File: src/rtl/core/prf_pkg.sv
`default_nettype none

package prf_pkg;

  // Field and datapath widths.
  localparam int unsigned POS_WIDTH_DEF = 32;
  localparam int unsigned CUT_W = 24;
  localparam int unsigned MASS_W = 16;
  localparam int unsigned CFG_W = 24;
  localparam int unsigned CFG_IDX_W = 2;
  localparam int unsigned R2_W = 48;
  localparam int unsigned ROOT_W = 24;
  localparam int unsigned SQ_REM_W = 26;
  localparam int unsigned PROD_W = 64;
  localparam int unsigned DEN_W = 72;
  localparam int unsigned ACC_W = 64;
  localparam int unsigned PLOW_W = 16;

  // Register reset values.
  localparam logic [CUT_W-1:0] RST_CUTOFF = 24'd167772;
  localparam logic [CUT_W-1:0] RST_MIN_DIST = 24'd1678;
  localparam logic [MASS_W-1:0] RST_INV_MASS = 16'd100;
  localparam logic [R2_W-1:0] RST_CUTOFF_SQ = R2_W'(RST_CUTOFF) * R2_W'(RST_CUTOFF);
  localparam logic [R2_W-1:0] RST_MIN_SQ = R2_W'(RST_MIN_DIST) * R2_W'(RST_MIN_DIST);

  localparam logic [ACC_W-1:0] ACC_MAX = {1'b0, {(ACC_W-1){1'b1}}};
  localparam logic [ACC_W-1:0] ACC_MIN = {1'b1, {(ACC_W-1){1'b0}}};

  typedef enum logic [CFG_IDX_W-1:0] {
    CFG_CUTOFF   = 2'd0,
    CFG_MIN_DIST = 2'd1,
    CFG_INV_MASS = 2'd2
  } cfg_idx_e;

  // Pair geometry after the front end.
  typedef struct packed {
    logic [CUT_W-1:0] ax;
    logic [CUT_W-1:0] ay;
    logic             xneg;
    logic             yneg;
    logic             in_range;
    logic [R2_W-1:0]  r2;
  } front_t;

  // One stage of the square root pipeline.
  typedef struct packed {
    front_t              f;
    logic [R2_W-1:0]     rad;
    logic [SQ_REM_W-1:0] rem;
    logic [ROOT_W-1:0]   root;
  } sqrt_st_t;

  // Operands of one axis division.
  typedef struct packed {
    logic [PROD_W-1:0] p;
    logic [DEN_W-1:0]  den;
    logic              neg;
    logic              in_range;
  } div_in_t;

  typedef struct packed {
    div_in_t x;
    div_in_t y;
  } prep_out_t;

  // One stage of the restoring divider.
  typedef struct packed {
    logic [DEN_W-1:0]  rem;
    logic [DEN_W-1:0]  den;
    logic [PLOW_W-1:0] plow;
    logic [ACC_W-1:0]  q;
    logic              ovf;
    logic              neg;
    logic              in_range;
  } div_st_t;

  // One result bit of the integer square root.
  function automatic sqrt_st_t sqrt_step(sqrt_st_t s);
    sqrt_st_t r;
    logic [SQ_REM_W+1:0] x;
    logic [SQ_REM_W+1:0] t;
    r = s;
    x = {s.rem, s.rad[R2_W-1 -: 2]};
    t = {2'b00, s.root, 2'b01};
    r.rad = {s.rad[R2_W-3:0], 2'b00};
    if (x >= t) begin
      r.rem = SQ_REM_W'(x - t);
      r.root = {s.root[ROOT_W-2:0], 1'b1};
    end else begin
      r.rem = x[SQ_REM_W-1:0];
      r.root = {s.root[ROOT_W-2:0], 1'b0};
    end
    return r;
  endfunction

  // One quotient bit of the restoring division.
  function automatic div_st_t div_step(div_st_t s);
    div_st_t r;
    logic [DEN_W:0] sh;
    r = s;
    sh = {s.rem, s.plow[PLOW_W-1]};
    r.plow = {s.plow[PLOW_W-2:0], 1'b0};
    if (sh >= {1'b0, s.den}) begin
      r.rem = DEN_W'(sh - {1'b0, s.den});
      r.q = {s.q[ACC_W-2:0], 1'b1};
    end else begin
      r.rem = sh[DEN_W-1:0];
      r.q = {s.q[ACC_W-2:0], 1'b0};
    end
    return r;
  endfunction

  // Signed result with saturation; pairs out of range give zero.
  function automatic logic [ACC_W-1:0] sat_acc(div_st_t s);
    logic [ACC_W-1:0] res;
    if (!s.in_range) begin
      res = '0;
    end else if (!s.neg) begin
      res = (s.ovf || s.q[ACC_W-1]) ? ACC_MAX : s.q;
    end else begin
      res = (s.ovf || (s.q > ACC_MIN)) ? ACC_MIN : (~s.q + ACC_W'(1));
    end
    return res;
  endfunction

endpackage

`default_nettype wire

File: src/rtl/core/prf_sqrt.sv
`default_nettype none

// Integer square root of the squared distance, one result bit per stage.
module prf_sqrt import prf_pkg::*; (
  input  wire logic     clk_i,
  input  wire logic     rst_ni,
  input  wire logic     in_valid_i,
  output logic          in_ready_o,
  input  wire front_t   in_data_i,
  output logic          out_valid_o,
  input  wire logic     out_ready_i,
  output sqrt_st_t      out_data_o
);

  localparam int unsigned NS = ROOT_W;

  logic          en;
  logic [NS-1:0] v_q;
  sqrt_st_t      init;
  sqrt_st_t      st_in [NS];
  sqrt_st_t      st_q [NS];

  assign en = !v_q[NS-1] || out_ready_i;
  assign in_ready_o = en;
  assign out_valid_o = v_q[NS-1];
  assign out_data_o = st_q[NS-1];

  always_ff @(posedge clk_i or negedge rst_ni) begin
    if (!rst_ni) begin
      v_q <= '0;
    end else if (en) begin
      v_q <= {v_q[NS-2:0], in_valid_i};
    end
  end

  // The radicand is consumed two bits per stage from its top end.
  always_comb begin
    init.f = in_data_i;
    init.rad = in_data_i.r2;
    init.rem = '0;
    init.root = '0;
  end

  for (genvar k = 0; k < NS; k++) begin : g_stage
    if (k == 0) begin : g_first
      assign st_in[k] = init;
    end else begin : g_next
      assign st_in[k] = st_q[k-1];
    end

    always_ff @(posedge clk_i) begin
      if (en) begin
        st_q[k] <= sqrt_step(st_in[k]);
      end
    end
  end

endmodule

`default_nettype wire

File: config.mk
export PLATFORM = sky130hd
export DESIGN_NAME = prf_sqrt
export DESIGN_NICKNAME = d
export VERILOG_FILES = /design/src/rtl/core/prf_pkg.sv /design/src/rtl/core/prf_sqrt.sv
export SDC_FILE = /design/constraint.sdc
export NUM_CORES = 2
export LEC_CHECK = 0
export CAP_MARGIN = 30
export CORE_MARGIN = 2
export CORE_UTILIZATION = 27
export DETAILED_ROUTE_END_ITERATION = 12
export DONT_BUFFER_PORTS = 1
export GPL_TIMING_DRIVEN = 0
export PLACE_DENSITY = 0.5
export SYNTH_ARGS = -nofsm -noshare
export SYNTH_HDL_FRONTEND = slang
export SYNTH_MEMORY_MAX_BITS = 65536
export SYNTH_SLANG_ARGS = --single-unit
export TNS_END_PERCENT = 100
File: constraint.sdc
create_clock -name clk_i -period 144.4 [get_ports clk_i]
set_input_delay 28.88 -clock clk_i [delete_from_list [all_inputs] [get_ports clk_i]]
set_output_delay 28.88 -clock clk_i [all_outputs]
set_load 0.1 [all_outputs]
==> flow_summary_export.csv <==
group,metric,value,unit
status,status,"completed",
floorplan,die_x,677.7,um
hold_path,hold_path_end,"st_q[2][1166]$_DFFE_PP_",
worst_setup_path,crit_chain,"nand2b_1, clkbuf_1, buf_16, buf_16, buf_16",
synth,yosysUniqueCellTypes,80,
placement,gp_congestion,0.9200,
synth,yosys_warnings,0,
finish,area_growth,16.72,%
worst_setup_path,crit_slowest_cell,"buf_16",
finish,drive_gt1_share,8.953,%
worst_setup_path,cp-end-kind,"output port",
cts,post_cts_resized,0,
worst_setup_path,path_max_fanout,127,
grt,gr-total-overflow,0,
hold_path,min_path_type,"reg2reg",
worst_setup_path,rr_startpoint,"v_q[23]$_DFFE_PN0P_",
synth,netlist_instances,7020,
timing,holdWs,0.3847,ns
worst_setup_path,worst_r2r_endpoint,"st_q[0][889]$_DFFE_PP_",
timing,finalSetupTns,0,ns
grt,grt_usage,8.478,%
drt,wire_per_inst,14.69,um
timing,rsz0062_at_grt,"no",
cts,cts_max_path_buffers,4,
worst_setup_path,crit_family,"buffers and inverters",
finish,fillers,43330,
pwr,p_leak,51.82,nW
drt,drc,0,
placement,place_area,131000,um2
drt,dr.first_iter.drc_count,3818,
cts,numCtsBuffers,374,
timing,slew_viol_final,0,
worst_setup_path,ff2ff_path_depth,9,
synth,synth_edf_count,3265,
drt,viasPerCell,4.139,
pwr,p_per_area,22.57,nW/um2
synth,synth_area_leaders,"edfxtp_1, ha_1, xnor2_1, xor2_1, a21oi_1",
synth,synth_area_per_cell,17.46,um2
grt,grt_pass1_vias,58920,
worst_setup_path,cp_data_arrival_time,31.17,ns
cts,cts.sinks,3289,
worst_setup_path,required,115.52,ns
drt,wl,202200,um
cts,post-cts-setup-buffers,0,
synth,ys_ff_latch,3289,
timing,min_period,60.05,ns
grt,antenna_found_initial,13,
floorplan,design.die.area,459300,um2
finish,fin_nets,7905,
drt,dr.pass1.iters,5,
grt,grt_pass1_wl,319300,um
floorplan,start_util,27.10,%
finish,post-route-util,31.63,%
cts,clk_latency,0.95,ns
finish,finish.instance_area,143000,um2
timing,fmax,16.65,MHz
placement,portBuffers,0,
cts,postCtsHoldBufs,0,
timing,maxSlewHeadroom,26.32,%
cts,htreeDepth,5,
worst_setup_path,cp-start-kind,"input pin",
synth,syn_area,122500,um2
pwr,ir_drop,11.64,uV
cts,cts_root_buf,"clkbuf_16",
synth,seq_area_frac_synth,80.50,%
drt,ant_nets,0,
timing,hold_viol,0,
synth,synth_largest_area_cell,"edfxtp_1",
timing,setup_viol,0,
placement,place_hpwl,125600,um
job,maxCapViolCount,0,
synth,synth_ff_type,"edfxtp_1",
hold_path,min_from,"st_q[2][971]$_DFFE_PP_",
hold_path,min_delay_path_depth,0,
grt,grt_max_degree,198,
cts,cts_tree,"yes",
worst_setup_path,path_buf_inv,4,
cts,cts.reportedPaths.clkPinSlew,0.06,ns
timing,worst_pin_slew,1.105,ns
worst_setup_path,cpPeakStageDelay,0.46,ns
floorplan,die_h,677.7,um
floorplan,ios,302,
timing,finClkSkew,0.06878,ns
synth,synth_top_area_share,80.01,%
worst_setup_path,path_class,"in2out",
floorplan,core-area,452100,um2
synth,async_flop_share,0.7297,%
timing,period_share,41.58,%
drt,vias,56960,
worst_setup_path,cpMostUsedCell,"buf_16",
floorplan,rows,247,
worst_setup_path,r2r_setup_slack,138.42,ns
pwr,finalPower,3.228,mW
cell usage in the layout (no fill, tap or decap), types with 29 or more instances in the layout:
| master | instances |
|---|---|
| o31ai_1 | 31 |
| xnor2_1 | 281 |
| buf_4 | 49 |
| a21o_1 | 119 |
| xor2_1 | 207 |
| edfxtp_1 | 3265 |
| nor2b_1 | 53 |
| nand3_1 | 80 |
| clkbuf_1 | 152 |
| conb_1 | 49 |
| o21ai_0 | 262 |
| nor3_1 | 129 |
| nand2_1 | 361 |
| bufinv_16 | 29 |
| and3_1 | 32 |
| or3_1 | 48 |
| nor2_1 | 300 |
| nand4_1 | 53 |
| inv_1 | 406 |
| nand2b_1 | 73 |
| a21oi_1 | 330 |
| nor4_1 | 65 |
| o21a_1 | 59 |
| clkinv_1 | 91 |
| clkinv_2 | 55 |
| ha_1 | 328 |
| mux2_2 | 60 |
| clkbuf_16 | 376 |
worst reg2reg max path, stage by stage, from the launching register on:
cell and delay [ns]:
dfrtp_1 0.73, nand2b_1 0.20, clkbuf_1 0.39, buf_16 0.38
buf_16 0.44, buf_16 0.62, buf_16 0.58, buf_16 0.71
buf_16 0.65, buf_16 0.71
sequential cells by signal (all words and copies together) (netlist names):
signal and count:
v_q 24, st_q 3265
per-stage QoR:
stage / cells / setup WS (ns)
3_3_place_gp: 13040 / -22.91
6_report: 13760 / 84.35
5_1_grt: 13760 / 84.16
4_1_cts: 13760 / 84.35
2_1_floorplan: 7068 / 8.513
3_5_place_dp: 13070 / 84.35
Yosys cell counts, drive strengths merged (8+ instances only):
library cell,count
edfxtp,3265
inv,407
nand2,362
a21oi,330
ha,328
nor2,300
xnor2,281
o21ai,262
xor2,207
nor3,129
a21o,119
nand3,80
nand2b,73
clkbuf,72
nor4,66
mux2,60
o21a,59
buf,58
nand4,53
nor2b,53
or3,50
and3,32
o31ai,31
or4,29
a211oi,26
dfrtp,24
or2,23
a31oi,19
o211ai,19
nand3b,18
o21bai,13
a211o,12
a221o,11
and2,11
o22ai,10
a221oi,9
nor3b,9
and4,8
o41ai,8
logic make-up (layout without fill, tap and decap cells):
family / after synthesis / in the layout / share of synthesized area (%)
DFF: 3289 / 3289 / 80.50
and+or+nand+nor: 1318 / 1318 / 5.304
AOI/OAI and AO/OA: 990 / 990 / 4.950
buffers and inverters: 539 / 1256 / 1.800
xor gates and xnor gates: 488 / 488 / 3.488
adders and majority gates: 328 / 328 / 3.349
muxes: 67 / 67 / 0.6085
other: 1 / 50 / 0.003060
how the worst max path moves through the flow:
stage,start,to,cells past startpoint
2_1_floorplan,out_ready_i,in_ready_o,3
3_5_place_dp,out_ready_i,in_ready_o,5
5_1_grt,out_ready_i,in_ready_o,5
3_3_place_gp,out_ready_i,in_ready_o,3
4_1_cts,out_ready_i,in_ready_o,5
6_report,out_ready_i,in_ready_o,5
power by group:
group / leakage [nW] / internal (mW) / total, mW / switching, mW
Combinational: 13.6 / 0.173 / 0.478 / 0.305
Sequential: 32.4 / 1.57 / 1.83 / 0.254
Clock: 5.82 / 0.536 / 0.921 / 0.385
cell type report:
type	instances	area [um2]	share of cell area, %
antenna	1	2.502	0.001750
buffer	130	694.4	0.4855
clock buffer	459	9751	6.817
clock inverter	228	2293	1.603
inverter	409	1535	1.073
multi-input combinational	3240	21870	15.29
sequential	3289	98640	68.97
tap	5976	7477	5.228
timing repair buffer	30	760.7	0.5319
layer usage:
metal	routed length [um]	track usage (%)
met1	80390	9.454
met4	11150	4.690
met5	0	0
met2	101000	14.85
met3	9616	2.031
(Power assumes the default switching activity.)
