**src/rtl/core/prf_pkg.sv**
```systemverilog
`default_nettype none

package prf_pkg;

  // Field and datapath widths.
  localparam int unsigned POS_WIDTH_DEF = 32;
  localparam int unsigned CUT_W = 24;
  localparam int unsigned MASS_W = 16;
  localparam int unsigned CFG_W = 24;
  localparam int unsigned CFG_IDX_W = 2;
  localparam int unsigned R2_W = 48;
  localparam int unsigned ROOT_W = 24;
  localparam int unsigned SQ_REM_W = 26;
  localparam int unsigned PROD_W = 64;
  localparam int unsigned DEN_W = 72;
  localparam int unsigned ACC_W = 64;
  localparam int unsigned PLOW_W = 16;

  // Register reset values.
  localparam logic [CUT_W-1:0] RST_CUTOFF = 24'd167772;
  localparam logic [CUT_W-1:0] RST_MIN_DIST = 24'd1678;
  localparam logic [MASS_W-1:0] RST_INV_MASS = 16'd100;
  localparam logic [R2_W-1:0] RST_CUTOFF_SQ = R2_W'(RST_CUTOFF) * R2_W'(RST_CUTOFF);
  localparam logic [R2_W-1:0] RST_MIN_SQ = R2_W'(RST_MIN_DIST) * R2_W'(RST_MIN_DIST);

  localparam logic [ACC_W-1:0] ACC_MAX = {1'b0, {(ACC_W-1){1'b1}}};
  localparam logic [ACC_W-1:0] ACC_MIN = {1'b1, {(ACC_W-1){1'b0}}};

  typedef enum logic [CFG_IDX_W-1:0] {
    CFG_CUTOFF   = 2'd0,
    CFG_MIN_DIST = 2'd1,
    CFG_INV_MASS = 2'd2
  } cfg_idx_e;

  // Pair geometry after the front end.
  typedef struct packed {
    logic [CUT_W-1:0] ax;
    logic [CUT_W-1:0] ay;
    logic             xneg;
    logic             yneg;
    logic             in_range;
    logic [R2_W-1:0]  r2;
  } front_t;

  // One stage of the square root pipeline.
  typedef struct packed {
    front_t              f;
    logic [R2_W-1:0]     rad;
    logic [SQ_REM_W-1:0] rem;
    logic [ROOT_W-1:0]   root;
  } sqrt_st_t;

  // Operands of one axis division.
  typedef struct packed {
    logic [PROD_W-1:0] p;
    logic [DEN_W-1:0]  den;
    logic              neg;
    logic              in_range;
  } div_in_t;

  typedef struct packed {
    div_in_t x;
    div_in_t y;
  } prep_out_t;

  // One stage of the restoring divider.
  typedef struct packed {
    logic [DEN_W-1:0]  rem;
    logic [DEN_W-1:0]  den;
    logic [PLOW_W-1:0] plow;
    logic [ACC_W-1:0]  q;
    logic              ovf;
    logic              neg;
    logic              in_range;
  } div_st_t;

  // One result bit of the integer square root.
  function automatic sqrt_st_t sqrt_step(sqrt_st_t s);
    sqrt_st_t r;
    logic [SQ_REM_W+1:0] x;
    logic [SQ_REM_W+1:0] t;
    r = s;
    x = {s.rem, s.rad[R2_W-1 -: 2]};
    t = {2'b00, s.root, 2'b01};
    r.rad = {s.rad[R2_W-3:0], 2'b00};
    if (x >= t) begin
      r.rem = SQ_REM_W'(x - t);
      r.root = {s.root[ROOT_W-2:0], 1'b1};
    end else begin
      r.rem = x[SQ_REM_W-1:0];
      r.root = {s.root[ROOT_W-2:0], 1'b0};
    end
    return r;
  endfunction

  // One quotient bit of the restoring division.
  function automatic div_st_t div_step(div_st_t s);
    div_st_t r;
    logic [DEN_W:0] sh;
    r = s;
    sh = {s.rem, s.plow[PLOW_W-1]};
    r.plow = {s.plow[PLOW_W-2:0], 1'b0};
    if (sh >= {1'b0, s.den}) begin
      r.rem = DEN_W'(sh - {1'b0, s.den});
      r.q = {s.q[ACC_W-2:0], 1'b1};
    end else begin
      r.rem = sh[DEN_W-1:0];
      r.q = {s.q[ACC_W-2:0], 1'b0};
    end
    return r;
  endfunction

  // Signed result with saturation; pairs out of range give zero.
  function automatic logic [ACC_W-1:0] sat_acc(div_st_t s);
    logic [ACC_W-1:0] res;
    if (!s.in_range) begin
      res = '0;
    end else if (!s.neg) begin
      res = (s.ovf || s.q[ACC_W-1]) ? ACC_MAX : s.q;
    end else begin
      res = (s.ovf || (s.q > ACC_MIN)) ? ACC_MIN : (~s.q + ACC_W'(1));
    end
    return res;
  endfunction

endpackage

`default_nettype wire

```
**src/rtl/core/prf_front.sv**
```systemverilog
`default_nettype none

// Separation, cutoff test and clamped squared distance in three stages.
module prf_front import prf_pkg::*; #(
  parameter int unsigned POS_W = POS_WIDTH_DEF
) (
  input  wire logic             clk_i,
  input  wire logic             rst_ni,
  input  wire logic [CUT_W-1:0] cutoff_i,
  input  wire logic [R2_W-1:0]  cutoff_sq_i,
  input  wire logic [R2_W-1:0]  min_sq_i,
  input  wire logic             in_valid_i,
  output logic                  in_ready_o,
  input  wire logic [POS_W-1:0] self_x_i,
  input  wire logic [POS_W-1:0] self_y_i,
  input  wire logic [POS_W-1:0] other_x_i,
  input  wire logic [POS_W-1:0] other_y_i,
  output logic                  out_valid_o,
  input  wire logic             out_ready_i,
  output front_t                out_data_o
);

  localparam int unsigned CMP_W = (POS_W > CUT_W) ? POS_W : CUT_W;

  logic             en;
  logic [2:0]       v_q;
  logic             xneg_d, yneg_d;
  logic [POS_W-1:0] axw, ayw;
  logic             far_d;
  logic [CUT_W-1:0] ax1_q, ay1_q, ax2_q, ay2_q;
  logic             xn1_q, yn1_q, far1_q, xn2_q, yn2_q, far2_q;
  logic [R2_W-1:0]  sqx_q, sqy_q;
  logic [R2_W:0]    r2_sum;
  front_t           out_d, out_q;

  // The whole front end advances when its last stage can move on.
  assign en = !v_q[2] || out_ready_i;
  assign in_ready_o = en;
  assign out_valid_o = v_q[2];
  assign out_data_o = out_q;

  always_ff @(posedge clk_i or negedge rst_ni) begin
    if (!rst_ni) begin
      v_q <= '0;
    end else if (en) begin
      v_q <= {v_q[1:0], in_valid_i};
    end
  end

  // Absolute separation per axis and the per-axis cutoff test.
  assign xneg_d = other_x_i < self_x_i;
  assign yneg_d = other_y_i < self_y_i;
  assign axw = xneg_d ? (self_x_i - other_x_i) : (other_x_i - self_x_i);
  assign ayw = yneg_d ? (self_y_i - other_y_i) : (other_y_i - self_y_i);
  assign far_d = (CMP_W'(axw) > CMP_W'(cutoff_i)) || (CMP_W'(ayw) > CMP_W'(cutoff_i));

  always_ff @(posedge clk_i) begin
    if (en) begin
      ax1_q <= CUT_W'(axw);
      ay1_q <= CUT_W'(ayw);
      xn1_q <= xneg_d;
      yn1_q <= yneg_d;
      far1_q <= far_d;
    end
  end

  // Squares of the separations.
  always_ff @(posedge clk_i) begin
    if (en) begin
      sqx_q <= R2_W'(ax1_q) * R2_W'(ax1_q);
      sqy_q <= R2_W'(ay1_q) * R2_W'(ay1_q);
      ax2_q <= ax1_q;
      ay2_q <= ay1_q;
      xn2_q <= xn1_q;
      yn2_q <= yn1_q;
      far2_q <= far1_q;
    end
  end

  // Squared distance, radial cutoff test and clamp to the minimum distance.
  assign r2_sum = {1'b0, sqx_q} + {1'b0, sqy_q};

  always_comb begin
    out_d.ax = ax2_q;
    out_d.ay = ay2_q;
    out_d.xneg = xn2_q;
    out_d.yneg = yn2_q;
    out_d.in_range = !far2_q && (r2_sum <= {1'b0, cutoff_sq_i});
    out_d.r2 = (r2_sum < {1'b0, min_sq_i}) ? min_sq_i : r2_sum[R2_W-1:0];
  end

  always_ff @(posedge clk_i) begin
    if (en) begin
      out_q <= out_d;
    end
  end

endmodule

`default_nettype wire

```
**config.mk**
```make
export PLATFORM = sky130hd
export DESIGN_NAME = prf_front
export DESIGN_NICKNAME = d
export VERILOG_FILES = /design/src/rtl/core/prf_pkg.sv /design/src/rtl/core/prf_front.sv
export SDC_FILE = /design/constraint.sdc
export NUM_CORES = 2
export LEC_CHECK = 0
export ABC_CLOCK_PERIOD_IN_PS = 12400
export BUFFER_PORTS_ARGS = -buffer_cell sky130_fd_sc_hd__clkbuf_2
export CAP_MARGIN = 25
export CORE_MARGIN = 10
export CORE_UTILIZATION = 36
export CTS_CLUSTER_SIZE = 40
export DETAILED_ROUTE_END_ITERATION = 8
export HOLD_SLACK_MARGIN = 0.05
export SYNTH_ARGS = -nofsm -noshare
export SYNTH_HDL_FRONTEND = slang
export SYNTH_SLANG_ARGS = --single-unit
```
**constraint.sdc**
```tcl
create_clock -name clk_i -period 12.4 [get_ports clk_i]
set_input_delay 2.48 -clock clk_i [delete_from_list [all_inputs] [get_ports clk_i]]
set_output_delay 2.48 -clock clk_i [all_outputs]
set_load 0.02 [all_outputs]
```
==> impl_metrics.tcl <==
set metrics [dict create \
    outcome "completed" \
    yosys.area.top_type "fa_1" \
    die_w_um 410.9 \
    period_minus_slack_ps 8470 \
    gr-usage-all-layers 0.1958 \
    finalMaxSlewViolations 0 \
    setup_viol 0 \
    syn_nets 7626 \
    grt_pass1_vias 44303 \
    maxCapViolCount 0 \
    hold_viol_final 0 \
    slowest_stage "edfxtp_1" \
    synth-main-ff-cell "edfxtp_1" \
    cts_tree "done" \
    ctsHoldBuffers 0 \
    yosysUniqueCellTypes 103 \
    nets 7915 \
    cp_common_cell "fa_1" \
    fmax_ghz 0.1181 \
    ys_seq_area_frac 0.1613 \
    cts_resized 0 \
    grt_setup_unrepaired "no" \
    slowest_delay_ps 950 \
    drt-initial-drc-count 2928 \
    die_h_um 410.9 \
    postSynthCellCount 5859 \
    io_pins 353 \
    min_period_over_period 0.6830 \
    crit_type "flip-flop to flip-flop" \
    synthTopCellsByArea "fa_1 (31%), edfxtp_1 (16%), ha_1 (15%)" \
    yosys_warnings 0 \
    synth_area_um2 55000 \
    avgSynthCellArea_um2 9.387 \
    mostFrequentLayoutCells "inv_1 (1496), fa_1 (848), ha_1 (667)" \
    hold_class "flip-flop to flip-flop" \
    syn2layout_area_growth_pct 10.05 \
    cp_data_required_time_ps 12740 \
    wl_um 166000 \
    ys_async_sr_fraction 0.01014 \
    drt_pass1_iterations 5 \
    worst_pin_slew_ps 1136 \
    netlist.area_leader.share 0.3087 \
    whs_path_depth 0 \
    r2r_cells 25 \
    synth-edff-count 293 \
    clk_latency_ps 630 \
    cp_max_fo 13 \
    layout_commonest_cell "inv_1" \
    startpoint_type "flip-flop" \
    post-cts-setup-buffers 0 \
    clock-root-buffer "clkbuf_16" \
    io_buffer_count 352 \
    cp-end-kind "flip-flop" \
    dr_total_vias 41478 \
    gp_congestion 0.9636 \
    drc_errors 0 \
    synth-seq-cells 296 \
    arrival_ps 8810 \
    die-area_um2 168800 \
    grt_overflow_total 0 \
    finClkSkew_ps 37.74 \
    via_per_inst 5.052 \
    rows 143 \
    cts_buffer_depth 3 \
    clk_pin_slew_worst_paths_ps 60 \
    tns_ps 0 \
    h-tree-depth 2 \
    initial_core_util 0.3621 \
    routed_wire_length_per_instance_um 20.21 \
    cts_sinks 296 \
    antenna_left 0 \
    cts_buffers 40 \
    antenna_found_initial 15 \
    dp_hpwl_um 137400 \
    core_um2 151900 \
    grt_max_degree 76 \
    utilization 0.3984 \
    grt_pass1_wl_um 258100 \
    slew-limit-headroom 0.2372 \
    drive_above_1_share 0.09259 \
]
[metal layers]
metal,vias to the layer above,wire [µm],global-route usage
met5,-,72,0
met4,12,5053,0.05459
met3,259,13540,0.04683
met2,1349,76560,0.3226
met1,20653,70740,0.2557
li1,19205,-,-
[cell usage after synthesis (all sizes together) (20+ instances only)]
master and instances:
a211oi 40, a21o 154, a21oi 275, a31oi 29
and2 240, and3 25, buf 30, clkbuf 134
edfxtp 293, fa 848, ha 667, inv 1498
mux2 52, mux2i 20, nand2 452, nand3 54
nand4 58, nor2 210, nor2b 46, nor3 59
o211ai 34, o21a 37, o21ai 136, o21bai 45
xnor2 114, xor2 72
[final cells by class]
cell class                 count  area (µm²)
fill                       15120       91380
multi-input combinational   3901       39810
sequential                   296        8874
inverter                    1498        5625
tap                         2030        2540
timing repair buffer         411        2292
clock buffer                  47        1049
clock inverter                25       326.6
antenna                        2       5.005
[worst max-delay path, delay by kind of cell, from the launching register on]
kind | cells | cell delay, ps
AOI/OAI and AO/OA | 9 | 2410
xor gates and xnor gates | 1 | 180
adders and majority gates | 8 | 3880
buffers and inverters | 6 | 630
DFF | 1 | 950
and+or+nand+nor | 1 | 110
[cells by family (layout without fill, tap and decap cells)]
logic type      Yosys count  in the layout  synth area share
flops                   296            296            0.1613
compound gates          902            902            0.1092
simple gates           1226           1226            0.1082
fa+ha+maj              1515           1515            0.4604
buf+inv                1662           1981            0.1150
xor+xnor                186            186           0.02962
other cells               0              2                 0
mux                      72             72           0.01627
[state kept, by name, summed over array words and instances, names as in the netlist, 3 cells and up]
signal and flops:
v_q 3, sqy_q 46, sqx_q 46, ax2_q 24, ay1_q 24, ay2_q 24
ax1_q 24, out_data_o 99
[through the flow]
stage	instance area, µm²	setup WS (ps)	std cells	hold slack, ps
after floorplan	55000	232.3	5859	400.3
after global placement	59020	3958	8131	401.9
after detailed placement	59080	3985	8133	404.5
after CTS	60450	3974	8205	408.5
after global routing	60520	3434	8208	419.8
final	60530	3930	8210	413.9
[worst paths after layout]
path / slack [ps] / to / from
min in group asynchronous: 1670 / v_q[2]$_DFFE_PN0P_ / rst_ni
worst min-delay path: 410 / out_data_o[81]$_DFFE_PP_ / ax2_q[6]$_DFFE_PP_
worst max register to register: 3930 / sqy_q[40]$_DFFE_PP_ / ay1_q[8]$_DFFE_PP_
max in group asynchronous: 10610 / v_q[1]$_DFFE_PN0P_ / rst_ni
worst min register to register: 410 / out_data_o[81]$_DFFE_PP_ / ax2_q[6]$_DFFE_PP_
worst max-delay path: 3930 / sqy_q[40]$_DFFE_PP_ / ay1_q[8]$_DFFE_PP_
Power is not shown: default switching activity piles up to over one toggle a cycle in this logic, so the estimate is an artifact.
